[src/sv/iaqs_pkg.sv]
package iaqs_pkg;

    typedef enum logic [2:0] {
        LK_TEMP,
        LK_RH,
        LK_CO2,
        LK_PM,
        LK_NOX,
        LK_VOC
    } t_lane_kind;

    typedef enum logic [1:0] {
        CFG_BAD_THRESHOLD = 2'd0,
        CFG_PENALTY_STEP  = 2'd1,
        CFG_COMFORT_GAIN  = 2'd2
    } t_cfg_idx;

    localparam int VALUE_W   = 18;
    localparam int OFF_W     = 14;
    localparam int RCP_SHIFT = 14;
    localparam int SPAN2_W   = 15;
    localparam int MAG_W     = 3;
    localparam int CFG_IDX_W = 2;
    localparam int CFG_W     = 10;
    localparam int THR_W     = 9;
    localparam int PEN_W     = 9;
    localparam int GAIN_W    = 10;
    localparam int SCORE_W   = 9;
    localparam int GOOD_W    = 14;
    localparam int BAD_W     = 3;
    localparam int NUM_POL   = 4;
    localparam int LATENCY   = 11;

    localparam logic [THR_W-1:0]  THR_RESET  = 9'd300;
    localparam logic [PEN_W-1:0]  PEN_RESET  = 9'd50;
    localparam logic [GAIN_W-1:0] GAIN_RESET = 10'd100;

    // Breakpoints in input units, scores in half points.
    localparam int TEMP_BP [10] = '{0, 8000, 16000, 18000, 20000, 25000, 27000, 29000,
                                    34000, 35000};
    localparam int TEMP_SC [10] = '{10, 10, 8, 6, 2, 0, 2, 6, 8, 10};
    localparam int RH_BP   [10] = '{0, 1400, 2300, 3000, 4000, 5000, 6000, 6500, 8000, 8500};
    localparam int RH_SC   [10] = '{10, 10, 8, 6, 2, 0, 2, 6, 8, 10};
    localparam int CO2_BP  [6]  = '{0, 420, 800, 1000, 1400, 4500};
    localparam int CO2_SC  [6]  = '{0, 0, 2, 4, 6, 10};
    localparam int PM_BP   [6]  = '{0, 500, 1200, 3500, 5500, 15000};
    localparam int PM_SC   [6]  = '{0, 2, 4, 6, 8, 10};
    localparam int NOX_BP  [6]  = '{0, 1, 90, 150, 300, 310};
    localparam int NOX_SC  [6]  = '{0, 1, 4, 6, 8, 10};
    localparam int VOC_BP  [6]  = '{0, 100, 150, 250, 400, 410};
    localparam int VOC_SC  [6]  = '{0, 1, 4, 6, 8, 10};

    function automatic int npts_of(t_lane_kind k);
        case (k)
            LK_TEMP: return 10;
            LK_RH:   return 10;
            default: return 6;
        endcase
    endfunction

    function automatic int bp_of(t_lane_kind k, int i);
        case (k)
            LK_TEMP: return TEMP_BP[i];
            LK_RH:   return RH_BP[i];
            LK_CO2:  return CO2_BP[i];
            LK_PM:   return PM_BP[i];
            LK_NOX:  return NOX_BP[i];
            LK_VOC:  return VOC_BP[i];
            default: return 0;
        endcase
    endfunction

    function automatic int sc_of(t_lane_kind k, int i);
        case (k)
            LK_TEMP: return TEMP_SC[i];
            LK_RH:   return RH_SC[i];
            LK_CO2:  return CO2_SC[i];
            LK_PM:   return PM_SC[i];
            LK_NOX:  return NOX_SC[i];
            LK_VOC:  return VOC_SC[i];
            default: return 0;
        endcase
    endfunction

endpackage

[src/sv/iaqs_comfort.sv]
module iaqs_comfort import iaqs_pkg::*; #(
    parameter int FB = 16
) (
    input  logic              i_clk,
    input  logic [3:0]        i_en,
    input  logic [FB+2:0]     i_sub,
    input  logic [GAIN_W-1:0] i_gain,
    output logic [FB+2:0]     o_mult
);

    localparam int SUBW = FB + 3;
    localparam int DPW  = SUBW + GAIN_W;
    localparam int YW   = FB + 12;
    localparam int RW   = FB + 3;
    localparam int EW   = FB + 3;
    localparam int QW   = FB + 14;
    localparam int MW   = FB + 3;
    localparam int MW1  = MW + 1;
    localparam int PW   = YW + RW;

    localparam logic [SUBW-1:0] ONE   = SUBW'(1) << FB;
    localparam logic [MW1-1:0]  ONE_M = MW1'(1) << FB;
    localparam logic [63:0]     RCP   = (64'd1 << YW) / 64'd1000;

    logic [SUBW-1:0] w_diff;
    logic [YW-1:0]   r_ya, n_ya, r_yb, r_yc;
    logic [PW-1:0]   w_prod;
    logic [EW-1:0]   r_eb, n_eb, r_ec;
    logic [QW-1:0]   r_qc, n_qc;
    logic [MW1-1:0]  w_quot;
    logic [MW-1:0]   r_m, n_m;

    always_comb begin
        w_diff = i_sub - ONE;
        n_ya   = (i_sub > ONE) ? YW'(DPW'(w_diff) * DPW'(i_gain)) : '0;
    end

    // Division by one thousand: reciprocal estimate, then a single correction.
    always_comb begin
        w_prod = PW'(r_ya) * PW'(RCP[RW-1:0]);
        n_eb   = w_prod[YW +: EW];
    end

    assign n_qc = (QW'(r_eb) + QW'(1)) * QW'(1000);

    always_comb begin
        w_quot = (QW'(r_yc) >= r_qc) ? (MW1'(r_ec) + MW1'(1)) : MW1'(r_ec);
        n_m    = MW'(ONE_M + w_quot);
    end

    always_ff @(posedge i_clk) begin
        if (i_en[0]) begin
            r_ya <= n_ya;
        end
        if (i_en[1]) begin
            r_yb <= r_ya;
            r_eb <= n_eb;
        end
        if (i_en[2]) begin
            r_yc <= r_yb;
            r_ec <= r_eb;
            r_qc <= n_qc;
        end
        if (i_en[3]) begin
            r_m <= n_m;
        end
    end

    assign o_mult = r_m;

endmodule

[config.mk]
export PLATFORM = sky130hd
export DESIGN_NAME = iaqs_comfort
export DESIGN_NICKNAME = d
export VERILOG_FILES = /design/src/sv/iaqs_pkg.sv /design/src/sv/iaqs_comfort.sv
export SDC_FILE = /design/constraint.sdc
export NUM_CORES = 1
export LEC_CHECK = 0
export BUFFER_PORTS_ARGS = -buffer_cell sky130_fd_sc_hd__buf_2
export CAP_MARGIN = 5
export CELL_PAD_IN_SITES_DETAIL_PLACEMENT = 2
export CELL_PAD_IN_SITES_GLOBAL_PLACEMENT = 2
export CORE_UTILIZATION = 39
export DETAILED_ROUTE_END_ITERATION = 7
export PLACE_DENSITY = 0.83
export RECOVER_POWER = 25
export SETUP_SLACK_MARGIN = 0.2
export SYNTH_ARGS = -nofsm -noshare
export SYNTH_HDL_FRONTEND = slang
export SYNTH_SLANG_ARGS = --single-unit
[constraint.sdc]
create_clock -name i_clk -period 7.25 [get_ports i_clk]
set_clock_uncertainty 0.05 [all_clocks]
set_input_delay 1.45 -clock i_clk [delete_from_list [all_inputs] [get_ports i_clk]]
set_output_delay 1.45 -clock i_clk [all_outputs]
set_load 0.02 [all_outputs]
Word-level counts from Yosys, hierarchy flattened

Cells that the tools add are included.

Flip-flop bits (word level): 168
Output and inout port bits: 19

Add/sub/neg operators: 4
Multiply operators: 3
Magnitude comparators: 2
Multiplexer cells: 1

Operator list:

| cell                     | count |
|---|---|
| $mul A28 B19 Y47 const B | 1 |
| $ge A28 B30 Y1           | 1 |
| $mul A19 B10 Y28         | 1 |
| $mul A20 B7 Y27 const B  | 1 |
| $add A19 B1 Y20 const B  | 1 |
| $add A17 B19 Y19 const A | 1 |
| $add A19 B1 Y19 const B  | 1 |
| $gt A19 B17 Y1 const B   | 1 |
| $mux W19                 | 1 |
| $sub A19 B17 Y19 const B | 1 |

Logic depth before layout (Yosys ltp)

Word-level depth: 3
Depth in mapped cells: 23

Worst setup path before layout

Ideal clock, no wire load.

Path type: input port to flip-flop
Start point: input i_gain[3]
End point: register r_ya[25], data pin
Library setup time: 0.266 ns
Arrival time: 6.796 ns
Setup slack: 0.138 ns
Cell stages on the path: 23
Path buffers: 2
Cell sequence: clkbuf_1 -> clkbuf_1 -> nand2_1 -> fa_1 -> inv_1 -> fa_1 -> inv_1 -> fa_1 -> inv_1 -> fa_1 -> inv_1 -> fa_1 -> inv_1 -> ha_1 -> and3_4 -> and3_1 -> a211oi_4 -> a211oi_2 -> o21a_2 -> a2111oi_4 -> o21ai_0 -> xnor2_1 -> nor2_1

Word-level cells in the longest chain between the ends: 1

RTL lines:

| element              | RTL line           | text |
|---|---|---|
| from (decl)          | iaqs_comfort.sv:7  | `input logic [GAIN_W-1:0] i_gain,` |
| $mul A19 B10 Y28     | iaqs_comfort.sv:35 | `n_ya = (i_sub > ONE) ? YW'(DPW'(w_diff) * DPW'(i_gain)) : '0;` |
| to (signal assigned) | iaqs_comfort.sv:53 | `r_ya <= n_ya;` |
| to (decl)            | iaqs_comfort.sv:26 | `logic [YW-1:0] r_ya, n_ya, r_yb, r_yc;` |

No other way between the ends.
A chain may end at the register's enable or synchronous reset.

Worst setup path in the final report

Start point: register r_eb[0]
End point: register r_qc[28], data pin

Word-level cells in the longest chain between the ends: 2

RTL lines:

| element                | RTL line           | text |
|---|---|---|
| from (decl)            | iaqs_comfort.sv:28 | `logic [EW-1:0] r_eb, n_eb, r_ec;` |
| from (signal assigned) | iaqs_comfort.sv:57 | `r_eb <= n_eb;` |
| $add A19 B1 Y20        | iaqs_comfort.sv:44 | `assign n_qc = (QW'(r_eb) + QW'(1)) * QW'(1000);` |
| $mul A20 B7 Y27        | iaqs_comfort.sv:44 |  |
| named net n_qc[28]     | iaqs_comfort.sv:29 | `logic [QW-1:0] r_qc, n_qc;` |
| to (signal assigned)   | iaqs_comfort.sv:62 | `r_qc <= n_qc;` |
| to (decl)              | iaqs_comfort.sv:29 |  |

The timed path passes the listed nets, and every way through them passes these cells.

==> flow_summary_export.csv <==
group,metric,value,unit
floorplanning,core_area,0.0566,mm2
sta,fin_crit,6.75,ns
floorplanning,row_count,87,
clocking,cts_buffer_depth,2,
floorplanning,io-pin-count,53,
grt,grt_max_degree,75,
placed_design,hpwlAfterDp,57000,um
final_layout,final_util,42.7,%
floorplanning,die_y,242,um
placed_design,placed_area,0.0236,mm2
sta,period_share,93.2,%
route,vias,15700,
worst_setup_path,end_kind,"flop",
worst_setup_path,crit_type,"flop to flop",
grt,track_usage,24.8,%
final_layout,syn_to_final_growth,8.06,%
clocking,clk_pin_slew,0.07,ns
sta,slew_violations,0,
yosys,yosys_warnings,0,
final_layout,nNetsFinal,2895,
yosys,synth_area,0.0224,mm2
yosys,synth-seq-cells,168,
grt,antenna_found_initial,2,
yosys,synth_ff_type,"edfxtp_1",
grt,grt_overflow,0,
placed_design,post-place-cells,2964,
route,first_pass_iters,4,
route,drtAntennaViolNets,0,
grt,grt_pass1_vias,19300,
worst_setup_path,required,7.43,ns
sta,holdWs,0.360,ns
sta,fmax,148,MHz
sta,worst_pin_slew,1.18,ns
outcome,outcome,"finished clean",
clocking,hold_buffers,0,
clocking,cts_setup_buffers,0,
yosys,yosysSeqAreaShare,22.5,%
flow_run,cap_violations,0,
clocking,cts.sinks,168,
worst_setup_path,crit_fanout,8,
placed_design,globalplace.congestion,0.863,
route,wl_per_cell,23.3,um
yosys,synth.net_count,2841,
clocking,cts-resized-gates,0,
grt,grt_pass1_wl,111000,um
sta,finalSetupViolations,0,
floorplanning,die_area,0.0584,mm2
yosys,syn_area_per_cell,10.3,um2
yosys,ys_async_sr_fraction,0,%
yosys,syn_inst,2173,
sta,rsz0062_at_grt,"no",
final_layout,drive_gt1_share,5.98,%
clocking,cts_tree,"yes",
sta,relSlewSlack,21.0,%
yosys,synth.distinct_cells,76,
worst_setup_path,critPathArrivalTime,6.93,ns
floorplanning,die_w,242,um
yosys,synth_edf_count,168,
route,drt-total-wl,69700,um
clocking,clk_latency,0.49,ns
worst_setup_path,start_kind,"flop",
route,viasPerCell,5.23,
route,drcViolationCount,0,
hold_path,hold_class,"flop to flop",
clocking,htreeDepth,4,
clocking,cts_buffers,17,
clocking,cts-root-buf,"clkbuf_16",
sta,timing_hold_violations_final,0,
route,drt_iter0_drc,496,
final_layout,finalNonFillerCells,2995,
final_layout,num_antenna_cells,0,
final_layout,final_cell_area,0.0242,mm2
placed_design,port_buffers,52,
floorplanning,initial_core_util,39.6,%
## metal layers
layer	part of all wire [%]	GRT usage, %	routed length, um
met5	0.044	0	31
met4	2.7	7.87	1860
met3	2.0	2.46	1360
met2	56	48.4	39100
met1	39	27.9	27300
## layout make-up
class | count | area (um2)
Inverter | 539 | 2020
Tap cell | 756 | 946
Multi-Input combinational cell | 1428 | 15200
Clock buffer | 19 | 433
Sequential cell | 168 | 5040
Clock inverter | 12 | 154
Timing Repair Buffer | 73 | 419
Fill cell | 6021 | 32400
## layout by cell type, fill, tap and decap left out, types with 29 or more instances in the layout
cell type	synthesis	final
fa_1	304	304
edfxtp_1	168	168
buf_2	0	50
o21ai_0	49	49
ha_1	330	330
nand2_1	134	134
a21oi_1	68	68
and2_1	93	93
xor2_1	47	47
nand3_1	29	29
inv_1	538	538
nor2_1	58	57
a21o_1	53	53
xnor2_1	66	66
## registers in the layout, indices dropped and copies added, names as in the netlist
name    flops
r_ec       19
o_mult     19
r_yc       28
r_ya       28
r_eb       19
r_yb       28
r_qc       27
## critical path: stages (launching register included)
cell and delay, ns:
edfxtp_1 0.61, nand2_1 0.13, nor2_1 0.46, nand2_1 0.14, nor2_1 0.22, nand2_1 0.11
xnor2_1 0.64, inv_1 0.25, fa_1 0.65, fa_1 0.45, fa_1 0.57, fa_1 0.61
inv_1 0.06, ha_1 0.25, a21o_1 0.17, a21o_1 0.17, a221o_1 0.40, a211o_1 0.30
a21oi_2 0.15, xnor2_1 0.09
## logic make-up (layout without fill, tap and decap cells)
group / count (synthesis) / count (layout) / share of synthesized area [%]
AO/OA/AOI/OAI: 245 / 245 / 7.44
XOR/XNOR: 113 / 113 / 4.42
adder cells (fa/ha/maj): 636 / 636 / 45.7
buffers and inverters: 577 / 643 / 9.71
flip-flops: 168 / 168 / 22.5
multiplexers: 2 / 2 / 0.0950
AND/OR/NAND/NOR: 432 / 432 / 10.1
## worst paths after layout
path	startpoint	to	slack, ns	depth (start not counted)
worst max-delay path	r_eb[0]	r_qc[28]	0.50	19
worst min-delay path	r_yb[11]	r_yc[11]	0.36	0
worst min register to register	r_yb[11]	r_yc[11]	0.36	0
worst max register to register	r_eb[0]	r_qc[28]	0.50	19
## through the flow
step	setup slack [ns]	setup TNS (ns)
after floorplan	0.221	0
after CTS	0.475	0
after detailed placement	-0.0303	-0.0303
after global routing	0.224	0
after global placement	0.193	0
final	0.496	0
## cell usage after synthesis (18+ instances only)
library cell  number  area, um2
a21o_1            53        398
a21oi_1           68        340
and2_1            93        582
clkbuf_1          34        128
edfxtp_1         168       5040
fa_1             304       6090
ha_1             330       4130
inv_1            538       2020
nand2_1          134        503
nand3_1           29        145
nor2_1            58        218
nor2b_1           22        138
nor3_1            18       90.1
o21ai_0           49        245
xnor2_1           66        578
xor2_1            47        412
Power is not shown: default switching activity piles up to over one toggle a cycle in this logic, so the estimate is an artifact.
