$ cat config.mk
export PLATFORM = sky130hd
export DESIGN_NAME = iaqs_lane
export DESIGN_NICKNAME = d
export VERILOG_FILES = /design/src/sv/iaqs_pkg.sv /design/src/sv/iaqs_lane.sv
export SDC_FILE = /design/constraint.sdc
export NUM_CORES = 1
export LEC_CHECK = 0
export ABC_AREA = 1
export BUFFER_PORTS_ARGS = -buffer_cell sky130_fd_sc_hd__buf_4
export CAP_MARGIN = 20
export CORE_ASPECT_RATIO = 1.25
export CORE_MARGIN = 5
export CORE_UTILIZATION = 60
export CTS_BUF_LIST = sky130_fd_sc_hd__clkbuf_16
export CTS_CLUSTER_SIZE = 10
export DETAILED_ROUTE_END_ITERATION = 16
export GPL_ROUTABILITY_DRIVEN = 0
export PLACE_DENSITY_LB_ADDON = 0.08
export REMOVE_ABC_BUFFERS = 1
export SLEW_MARGIN = 30
export SYNTH_ARGS = -nofsm -noshare
export SYNTH_HDL_FRONTEND = slang
export SYNTH_SLANG_ARGS = --single-unit
export TNS_END_PERCENT = 20
$ cat constraint.sdc
create_clock -name i_clk -period 6.75 [get_ports i_clk]
set_input_delay 1.0125 -clock i_clk [delete_from_list [all_inputs] [get_ports i_clk]]
set_output_delay 1.0125 -clock i_clk [all_outputs]
set_load 0.03 [all_outputs]
$ cat src/sv/iaqs_pkg.sv
package iaqs_pkg;

    typedef enum logic [2:0] {
        LK_TEMP,
        LK_RH,
        LK_CO2,
        LK_PM,
        LK_NOX,
        LK_VOC
    } t_lane_kind;

    typedef enum logic [1:0] {
        CFG_BAD_THRESHOLD = 2'd0,
        CFG_PENALTY_STEP  = 2'd1,
        CFG_COMFORT_GAIN  = 2'd2
    } t_cfg_idx;

    localparam int VALUE_W   = 18;
    localparam int OFF_W     = 14;
    localparam int RCP_SHIFT = 14;
    localparam int SPAN2_W   = 15;
    localparam int MAG_W     = 3;
    localparam int CFG_IDX_W = 2;
    localparam int CFG_W     = 10;
    localparam int THR_W     = 9;
    localparam int PEN_W     = 9;
    localparam int GAIN_W    = 10;
    localparam int SCORE_W   = 9;
    localparam int GOOD_W    = 14;
    localparam int BAD_W     = 3;
    localparam int NUM_POL   = 4;
    localparam int LATENCY   = 11;

    localparam logic [THR_W-1:0]  THR_RESET  = 9'd300;
    localparam logic [PEN_W-1:0]  PEN_RESET  = 9'd50;
    localparam logic [GAIN_W-1:0] GAIN_RESET = 10'd100;

    // Breakpoints in input units, scores in half points.
    localparam int TEMP_BP [10] = '{0, 8000, 16000, 18000, 20000, 25000, 27000, 29000,
                                    34000, 35000};
    localparam int TEMP_SC [10] = '{10, 10, 8, 6, 2, 0, 2, 6, 8, 10};
    localparam int RH_BP   [10] = '{0, 1400, 2300, 3000, 4000, 5000, 6000, 6500, 8000, 8500};
    localparam int RH_SC   [10] = '{10, 10, 8, 6, 2, 0, 2, 6, 8, 10};
    localparam int CO2_BP  [6]  = '{0, 420, 800, 1000, 1400, 4500};
    localparam int CO2_SC  [6]  = '{0, 0, 2, 4, 6, 10};
    localparam int PM_BP   [6]  = '{0, 500, 1200, 3500, 5500, 15000};
    localparam int PM_SC   [6]  = '{0, 2, 4, 6, 8, 10};
    localparam int NOX_BP  [6]  = '{0, 1, 90, 150, 300, 310};
    localparam int NOX_SC  [6]  = '{0, 1, 4, 6, 8, 10};
    localparam int VOC_BP  [6]  = '{0, 100, 150, 250, 400, 410};
    localparam int VOC_SC  [6]  = '{0, 1, 4, 6, 8, 10};

    function automatic int npts_of(t_lane_kind k);
        case (k)
            LK_TEMP: return 10;
            LK_RH:   return 10;
            default: return 6;
        endcase
    endfunction

    function automatic int bp_of(t_lane_kind k, int i);
        case (k)
            LK_TEMP: return TEMP_BP[i];
            LK_RH:   return RH_BP[i];
            LK_CO2:  return CO2_BP[i];
            LK_PM:   return PM_BP[i];
            LK_NOX:  return NOX_BP[i];
            LK_VOC:  return VOC_BP[i];
            default: return 0;
        endcase
    endfunction

    function automatic int sc_of(t_lane_kind k, int i);
        case (k)
            LK_TEMP: return TEMP_SC[i];
            LK_RH:   return RH_SC[i];
            LK_CO2:  return CO2_SC[i];
            LK_PM:   return PM_SC[i];
            LK_NOX:  return NOX_SC[i];
            LK_VOC:  return VOC_SC[i];
            default: return 0;
        endcase
    endfunction

endpackage

$ cat src/sv/iaqs_lane.sv
module iaqs_lane import iaqs_pkg::*; #(
    parameter t_lane_kind KIND = LK_CO2,
    parameter int FB = 16
) (
    input  logic                      i_clk,
    input  logic [3:0]                i_en,
    input  logic signed [VALUE_W-1:0] i_value,
    output logic [FB+2:0]             o_sub
);

    localparam int NP   = npts_of(KIND);
    localparam int NSEG = NP - 1;
    localparam int SGW  = $clog2(NSEG);
    localparam int KW   = FB + RCP_SHIFT;
    localparam int EW   = FB + 2;
    localparam int NW   = FB + 18;
    localparam int SUBW = FB + 3;
    localparam int PW   = OFF_W + KW;

    logic signed [VALUE_W-1:0] w_bp  [NP];
    logic [KW-1:0]             w_k   [NSEG];
    logic [SPAN2_W-1:0]        w_d   [NSEG];
    logic [MAG_W-1:0]          w_mag [NSEG];
    logic [SUBW-1:0]           w_low [NSEG];
    logic                      w_dec [NSEG];

    for (genvar g = 0; g < NP; g++) begin : g_bp
        localparam int BPV = bp_of(KIND, g);
        assign w_bp[g] = VALUE_W'(BPV);
    end

    // The reciprocal of twice the span, scaled by the segment slope.
    for (genvar g = 0; g < NSEG; g++) begin : g_seg
        localparam int SPAN = bp_of(KIND, g + 1) - bp_of(KIND, g);
        localparam int SC_A = sc_of(KIND, g);
        localparam int SC_B = sc_of(KIND, g + 1);
        localparam int MAG  = (SC_B > SC_A) ? (SC_B - SC_A) : (SC_A - SC_B);
        localparam logic [63:0] KV   = (64'(MAG) << (FB + RCP_SHIFT)) / 64'(2 * SPAN);
        localparam logic [63:0] LOWV = 64'(SC_A) << (FB - 1);
        assign w_k[g]   = KV[KW-1:0];
        assign w_d[g]   = SPAN2_W'(2 * SPAN);
        assign w_mag[g] = MAG_W'(MAG);
        assign w_low[g] = LOWV[SUBW-1:0];
        assign w_dec[g] = (SC_B < SC_A);
    end

    logic [SGW-1:0]   r_seg1, n_seg1, r_seg2, r_seg3;
    logic [OFF_W-1:0] r_off1, n_off1;
    logic [PW-1:0]    w_prod;
    logic [EW-1:0]    r_est2, n_est2, r_est3, w_step;
    logic [NW-1:0]    r_num2, n_num2, r_num3;
    logic [NW-1:0]    r_rhs3, n_rhs3;
    logic [SUBW-1:0]  r_sub4, n_sub4;

    // Readings outside the table map to the start of the first segment or the end of the last segment.
    always_comb begin
        n_seg1 = SGW'(NSEG - 1);
        n_off1 = OFF_W'(w_bp[NP-1] - w_bp[NP-2]);
        for (int i = NSEG - 1; i >= 0; i--) begin
            if (i_value <= w_bp[i+1]) begin
                n_seg1 = SGW'(i);
                n_off1 = OFF_W'(i_value - w_bp[i]);
            end
        end
        if (i_value <= w_bp[0]) begin
            n_seg1 = '0;
            n_off1 = '0;
        end
    end

    always_comb begin
        w_prod = PW'(r_off1) * PW'(w_k[r_seg1]);
        n_est2 = w_prod[RCP_SHIFT +: EW];
        n_num2 = (NW'(r_off1) * NW'(w_mag[r_seg1])) << FB;
    end

    assign n_rhs3 = (NW'(r_est2) + NW'(1)) * NW'(w_d[r_seg2]);

    // The reciprocal estimate is at most one below the true quotient.
    always_comb begin
        w_step = (r_num3 >= r_rhs3) ? (r_est3 + EW'(1)) : r_est3;
        if (w_dec[r_seg3]) begin
            n_sub4 = w_low[r_seg3] - SUBW'(w_step);
        end else begin
            n_sub4 = w_low[r_seg3] + SUBW'(w_step);
        end
    end

    always_ff @(posedge i_clk) begin
        if (i_en[0]) begin
            r_seg1 <= n_seg1;
            r_off1 <= n_off1;
        end
        if (i_en[1]) begin
            r_seg2 <= r_seg1;
            r_est2 <= n_est2;
            r_num2 <= n_num2;
        end
        if (i_en[2]) begin
            r_seg3 <= r_seg2;
            r_est3 <= r_est2;
            r_num3 <= r_num2;
            r_rhs3 <= n_rhs3;
        end
        if (i_en[3]) begin
            r_sub4 <= n_sub4;
        end
    end

    assign o_sub = r_sub4;

endmodule

== Word-level counts from Yosys, hierarchy flattened ==
Memory sizes are Yosys's and may differ from the RTL's.
Index checks and enable logic that the tools add are counted.

* Register bits: 146
* ROM bits: 544
* Memories kept: 5
* Output and inout port bits: 19
* Input port bits: 23

* Bitwise logic cells: 3
* Mux-type cells: 20
* $lt $le $gt $ge: 10
* $mul: 3
* $add $sub $neg: 8
* Reductions and logical operators: 3

{| class="wikitable"
|+ Memories
! name !! words !! bits a word !! rd ports !! clocked after memory_dff !! write ports !! line !! source
|-
| (no name shown) || 8 || 30 || 1 || 0 || 0 || iaqs_lane.sv:72 || <nowiki>w_prod = PW'(r_off1) * PW'(w_k[r_seg1]);</nowiki>
|-
| (no name shown) || 8 || 19 || 1 || 0 || 0 || iaqs_lane.sv:85 || <nowiki>n_sub4 = w_low[r_seg3] + SUBW'(w_step);</nowiki>
|-
| (no name shown) || 8 || 15 || 1 || 0 || 0 || iaqs_lane.sv:77 || <nowiki>assign n_rhs3 = (NW'(r_est2) + NW'(1)) * NW'(w_d[r_seg2]);</nowiki>
|-
| (no name shown) || 8 || 3 || 1 || 0 || 0 || iaqs_lane.sv:74 || <nowiki>n_num2 = (NW'(r_off1) * NW'(w_mag[r_seg1])) << FB;</nowiki>
|-
| (no name shown) || 8 || 1 || 1 || 0 || 0 || iaqs_lane.sv:82 || <nowiki>if (w_dec[r_seg3]) begin</nowiki>
|}

{| class="wikitable"
|+ Operators by type and width
! kind !! number
|-
| 14-bit two-way mux || 5
|-
| 30-bit two-way mux || 2
|-
| 19-bit two-way mux || 3
|-
| 18-bit by 11-bit <= comparator with 1-bit output (second input constant) || 2
|-
| 33-bit by 34-bit greater-or-equal comparator with 1-bit output || 1
|-
| 19-bit by 15-bit multiplier with 34-bit output || 1
|-
| 14-bit by 30-bit multiplier with 32-bit output || 1
|-
| 15-bit two-way mux || 2
|-
| 14-bit by 11-bit subtractor with 14-bit output (second input constant) || 2
|-
| 18-bit by 1-bit adder with 19-bit output (second input constant) || 1
|-
| 19-bit by 18-bit adder with 19-bit output || 1
|-
| 19-bit by 18-bit subtractor with 19-bit output || 1
|-
| 18-bit by 1-bit adder with 18-bit output (second input constant) || 1
|-
| 18-bit by 1-bit <= comparator with 1-bit output (second input constant) || 1
|-
| 18-bit by 10-bit <= comparator with 1-bit output (second input constant) || 1
|-
| 18-bit by 12-bit <= comparator with 1-bit output (second input constant) || 1
|-
| 18-bit by 14-bit <= comparator with 1-bit output (second input constant) || 1
|-
| 18-bit two-way mux || 1
|-
| 14-bit by 3-bit multiplier with 17-bit output || 1
|-
| 14-bit by 10-bit subtractor with 14-bit output (second input constant) || 1
|-
| 14-bit by 12-bit subtractor with 14-bit output (second input constant) || 1
|-
| 4-bit greater-or-equal comparator (second input constant) || 3
|-
| 3-bit inverter with 4-bit output || 3
|-
| 3-bit two-way mux || 3
|-
| other kinds (5) || 7
|}

== Longest topological paths before layout ==
* Depth after elaboration: 6
* Depth in mapped cells: 39
* Depth with buffers taken out: 39

== Worst setup path before layout ==
No wires, ideal clock.

* Kind: register to register
* Start: reg r_est2[1]
* End: reg r_rhs3[31] (data pin)
* Cell stages (with the launch flop): 40
* Setup time: 0.259 ns
* Buffers on the path: 0
* Arrival: 6.422 ns
* Slack: 0.069 ns
* Cells stage by stage: edfxtp_1 > ha_1 > nand2_1 > nor2_1 > inv_1 > nor2_1 > inv_1 > nor2_1 > inv_1 > nor3_1 > inv_1 > nor2_1 > inv_1 > nor3_1 > inv_1 > nor2_1 > inv_1 > nor2_1 > (+4 left out) > fa_1 > inv_1 > fa_1 > fa_1 > fa_1 > ha_1 > ha_1 > nand2_1 > inv_1 > nand3_1 > o211ai_1 > a21oi_1 > nor3_1 > nor2_1 > o21ai_0 > nand3_1 > nand2_1 > xor2_1

* Cells in the longest elaborated chain, start to end: 2

{| class="wikitable"
|+ Ends and longest elaborated chain
! item !! line !! source
|-
| from (decl) || iaqs_lane.sv:50 || <nowiki>logic [EW-1:0] r_est2, n_est2, r_est3, w_step;</nowiki>
|-
| from (signal assigned) || iaqs_lane.sv:96 || <nowiki>r_est2 <= n_est2;</nowiki>
|-
| 18-bit by 1-bit adder with 19-bit output || iaqs_lane.sv:77 ||
|-
| 19-bit by 15-bit multiplier with 34-bit output || iaqs_lane.sv:77 ||
|-
| named net n_rhs3[31] || iaqs_lane.sv:52 || <nowiki>logic [NW-1:0] r_rhs3, n_rhs3;</nowiki>
|-
| to (signal assigned) || iaqs_lane.sv:103 || <nowiki>r_rhs3 <= n_rhs3;</nowiki>
|-
| to (decl) || iaqs_lane.sv:52 ||
|}

The timed path passes the listed nets, and every way through them passes these cells.
A chain may end at the register's enable or synchronous reset.

== Worst setup path in the final report ==
* Start: reg r_est2[1]
* End: reg r_rhs3[30] (data pin)

The elaborated chain is that of the path after synthesis.

==> summary.txt <==
port bufs: 41
cell count after synthesis: 2678
Fmax achieved: 147 MHz
endpoints failing setup: 2
RSZ-0062 raised after global routing: true
failing checks: setup timing
Total GRT Usage: 0.299
die area: 42400 um2
highest-count cells in the layout ignoring fill and taps: inv_1 (618), nand2_1 (390), nor2_1 (321)
via/cell ratio: 5.47
vias in the first global route: 19400
Clock Path Buffers: 2
Tightest Pin Transition: 0.936 ns
H-tree lvl count: 4
Setup crit end: r_rhs3[30]$_DFFE_PP_
total gr overflow: 0
max_slew headroom: 0.376
Primary FF master, synth: edfxtp_1
Yosys cell types: 50
via count: 18300
worst min-delay path category: register to register
R2R Setup Slk: -0.03 ns
# IOs: 42
drt total wl: 62600 um
Crit. End Element: register
Crit. Startpoint: r_est2[1]$_DFFE_PP_
Area growth, synth to finish: 12.8%
Critical Path Slowest Stage Cell: fa_1
syn avg cell area: 8.59 um2
diodes inserted: 0
critical path launch point type: register
CTS tree: done
Seq cells post-synth: 141
post-route ant nets: 0
Mapped Area: 23000 um2
clock sink count: 141
run status: complete, but fails checks
die width: 185 um
Root Driver: clkbuf_16
Detailed Route Iter0 Violations: 1372
part of the cycle the worst path needs: 1.00
first-pass GRT wire length: 98600 um
Post-synth EDFFs: 141
Crit Path Max Fanout: 4
crit path kind: register to register
commonest non-fill, non-tap cell in the layout: inv_1
crit path time final: 6.78 ns
dpl hpwl: 52600 um
Worst R2R Start: r_est2[1]$_DFFE_PP_
max capacitance violation total: 0
post-DR wirelength/cell: 18.7 um
Clock Pin Slew Worst Setup and Hold Paths: 0.07 ns
DRT Pass-1 Iters: 7
final worst slack: -0.0301 ns
largest net degree at the start of global routing: 69
clock latency on the worst-skew pair: 0.46 ns
Residual DRC: 0
sequential share of the synthesized area: 0.184
antenna violations before repair: 0
Hold Buf Count CTS: 0
Die Ht: 229 um
final core occ: 0.682
Layout Skew: 0.0144 ns
Final Hold Viols: 0
critical path required time: 6.96 ns
Num CTS Buffers: 17
Arrival @ worst endpoint: 6.99 ns
Initial Utilization: 0.604
row cnt: 80
ys async rst share: 0
Worst R2R End: r_rhs3[30]$_DFFE_PP_
CORE AREA: 38000 um2
Worst Reg-to-Reg Cells: 35
fraction of layout cells with a size suffix above 1: 0.126
Slew Limit Fails: 0
final hold slack: 0.420 ns
Ys Warns: 0
final net count: 3489
CP peak stage delay: 0.56 ns
worst min path at each step:
| stage | from | end | cells past startpoint |
|---|---|---|---|
| 6_report | r_num2[19]$_DFFE_PP_ | r_num3[19]$_DFFE_PP_ | 0 |
| 5_1_grt | r_num2[27]$_DFFE_PP_ | r_num3[27]$_DFFE_PP_ | 0 |
| 4_1_cts | r_num2[29]$_DFFE_PP_ | r_num3[29]$_DFFE_PP_ | 0 |
| 3_5_place_dp | r_num2[18]$_DFFE_PP_ | r_num3[18]$_DFFE_PP_ | 0 |
| 3_3_place_gp | r_num2[26]$_DFFE_PP_ | r_num3[26]$_DFFE_PP_ | 0 |
| 2_1_floorplan | r_num2[17]$_DFFE_PP_ | r_num3[17]$_DFFE_PP_ | 0 |
layout make-up:
cell class | count | area (um2)
Multi-Input combinational cell | 1852 | 16600
Fill cell | 3095 | 12100
Sequential cell | 141 | 4230
Inverter | 647 | 2430
Timing Repair Buffer | 187 | 1420
Tap cell | 492 | 616
Clock buffer | 17 | 425
Clock inverter | 15 | 191
logic make-up after synthesis:
family                     share of synthesized area
and+or+nand+nor                                0.167
buffers and inverters                          0.113
adders and majority gates                      0.441
AOI/OAI and AO/OA                             0.0496
DFF                                            0.184
xor gates and xnor gates                      0.0461
critical path, delay by kind of cell, from the launching register on:
kind	cells	cell delay, ns
XOR/XNOR	1	0.06
flip-flops	1	0.37
AO/OA/AOI/OAI	2	0.29
AND/OR/NAND/NOR	16	1.85
buffers and inverters	8	0.63
adder cells (fa/ha/maj)	8	3.31
repair_timing:
action / CTS / global route
setup endpoints to repair: 12 / 28
buffers inserted: 1 / 12
cloned: 0 / 0
hold endpoints to repair: 0 / 0
pin swaps: 3 / 54
gates resized for setup: 16 / 94
Yosys cell counts (3+ instances only):
cell type,count,area [um2]
nand4_1,24,150
xor2_1,88,771
a31oi_1,9,56.3
nor3_1,27,135
nor2_2,10,62.6
clkinv_1,14,52.6
clkbuf_1,29,109
nand3b_1,7,52.6
nor2_4,6,67.6
nor4_1,9,56.3
edfxtp_1,141,4230
xnor2_1,33,289
o21bai_1,10,75.1
inv_2,3,11.3
inv_1,630,2360
nand3_1,54,270
o211ai_1,8,60.1
buf_2,3,15.0
a21o_1,6,45.0
nand2_2,21,131
nand2_1,400,1500
nor2_1,338,1270
buf_1,3,11.3
o221ai_1,5,43.8
or2_2,4,25.0
fa_1,316,6330
a21oi_1,94,470
ha_1,304,3800
o21ai_0,53,265
metal layers:
metal  wire (um)  track usage  up-vias
li1            -            -     8587
met5           0            0        -
met4        4720        0.181        0
met1       21900        0.331     8726
met3        3460       0.0436      263
met2       32500        0.535      745
state kept, by name, indices dropped and copies added (netlist names):
signal / count
o_sub: 19
r_est2: 18
r_est3: 18
r_num2: 16
r_num3: 16
r_off1: 14
r_rhs3: 31
r_seg1: 3
r_seg2: 3
r_seg3: 3
through the flow:
stage	TNS [ns]	instance area, um2	setup slack (ns)	std cells
after CTS	0	25400	0.0143	3339
after global placement	-0.766	24700	-0.227	3306
after detailed placement	-1.38	24700	-0.275	3306
after floorplan	-0.0835	22800	-0.0835	2640
final	-0.0375	25900	-0.0301	3351
after global routing	-2.84	25900	-0.359	3351
Power is not shown: default switching activity piles up to over one toggle a cycle in this logic, so the estimate is an artifact.
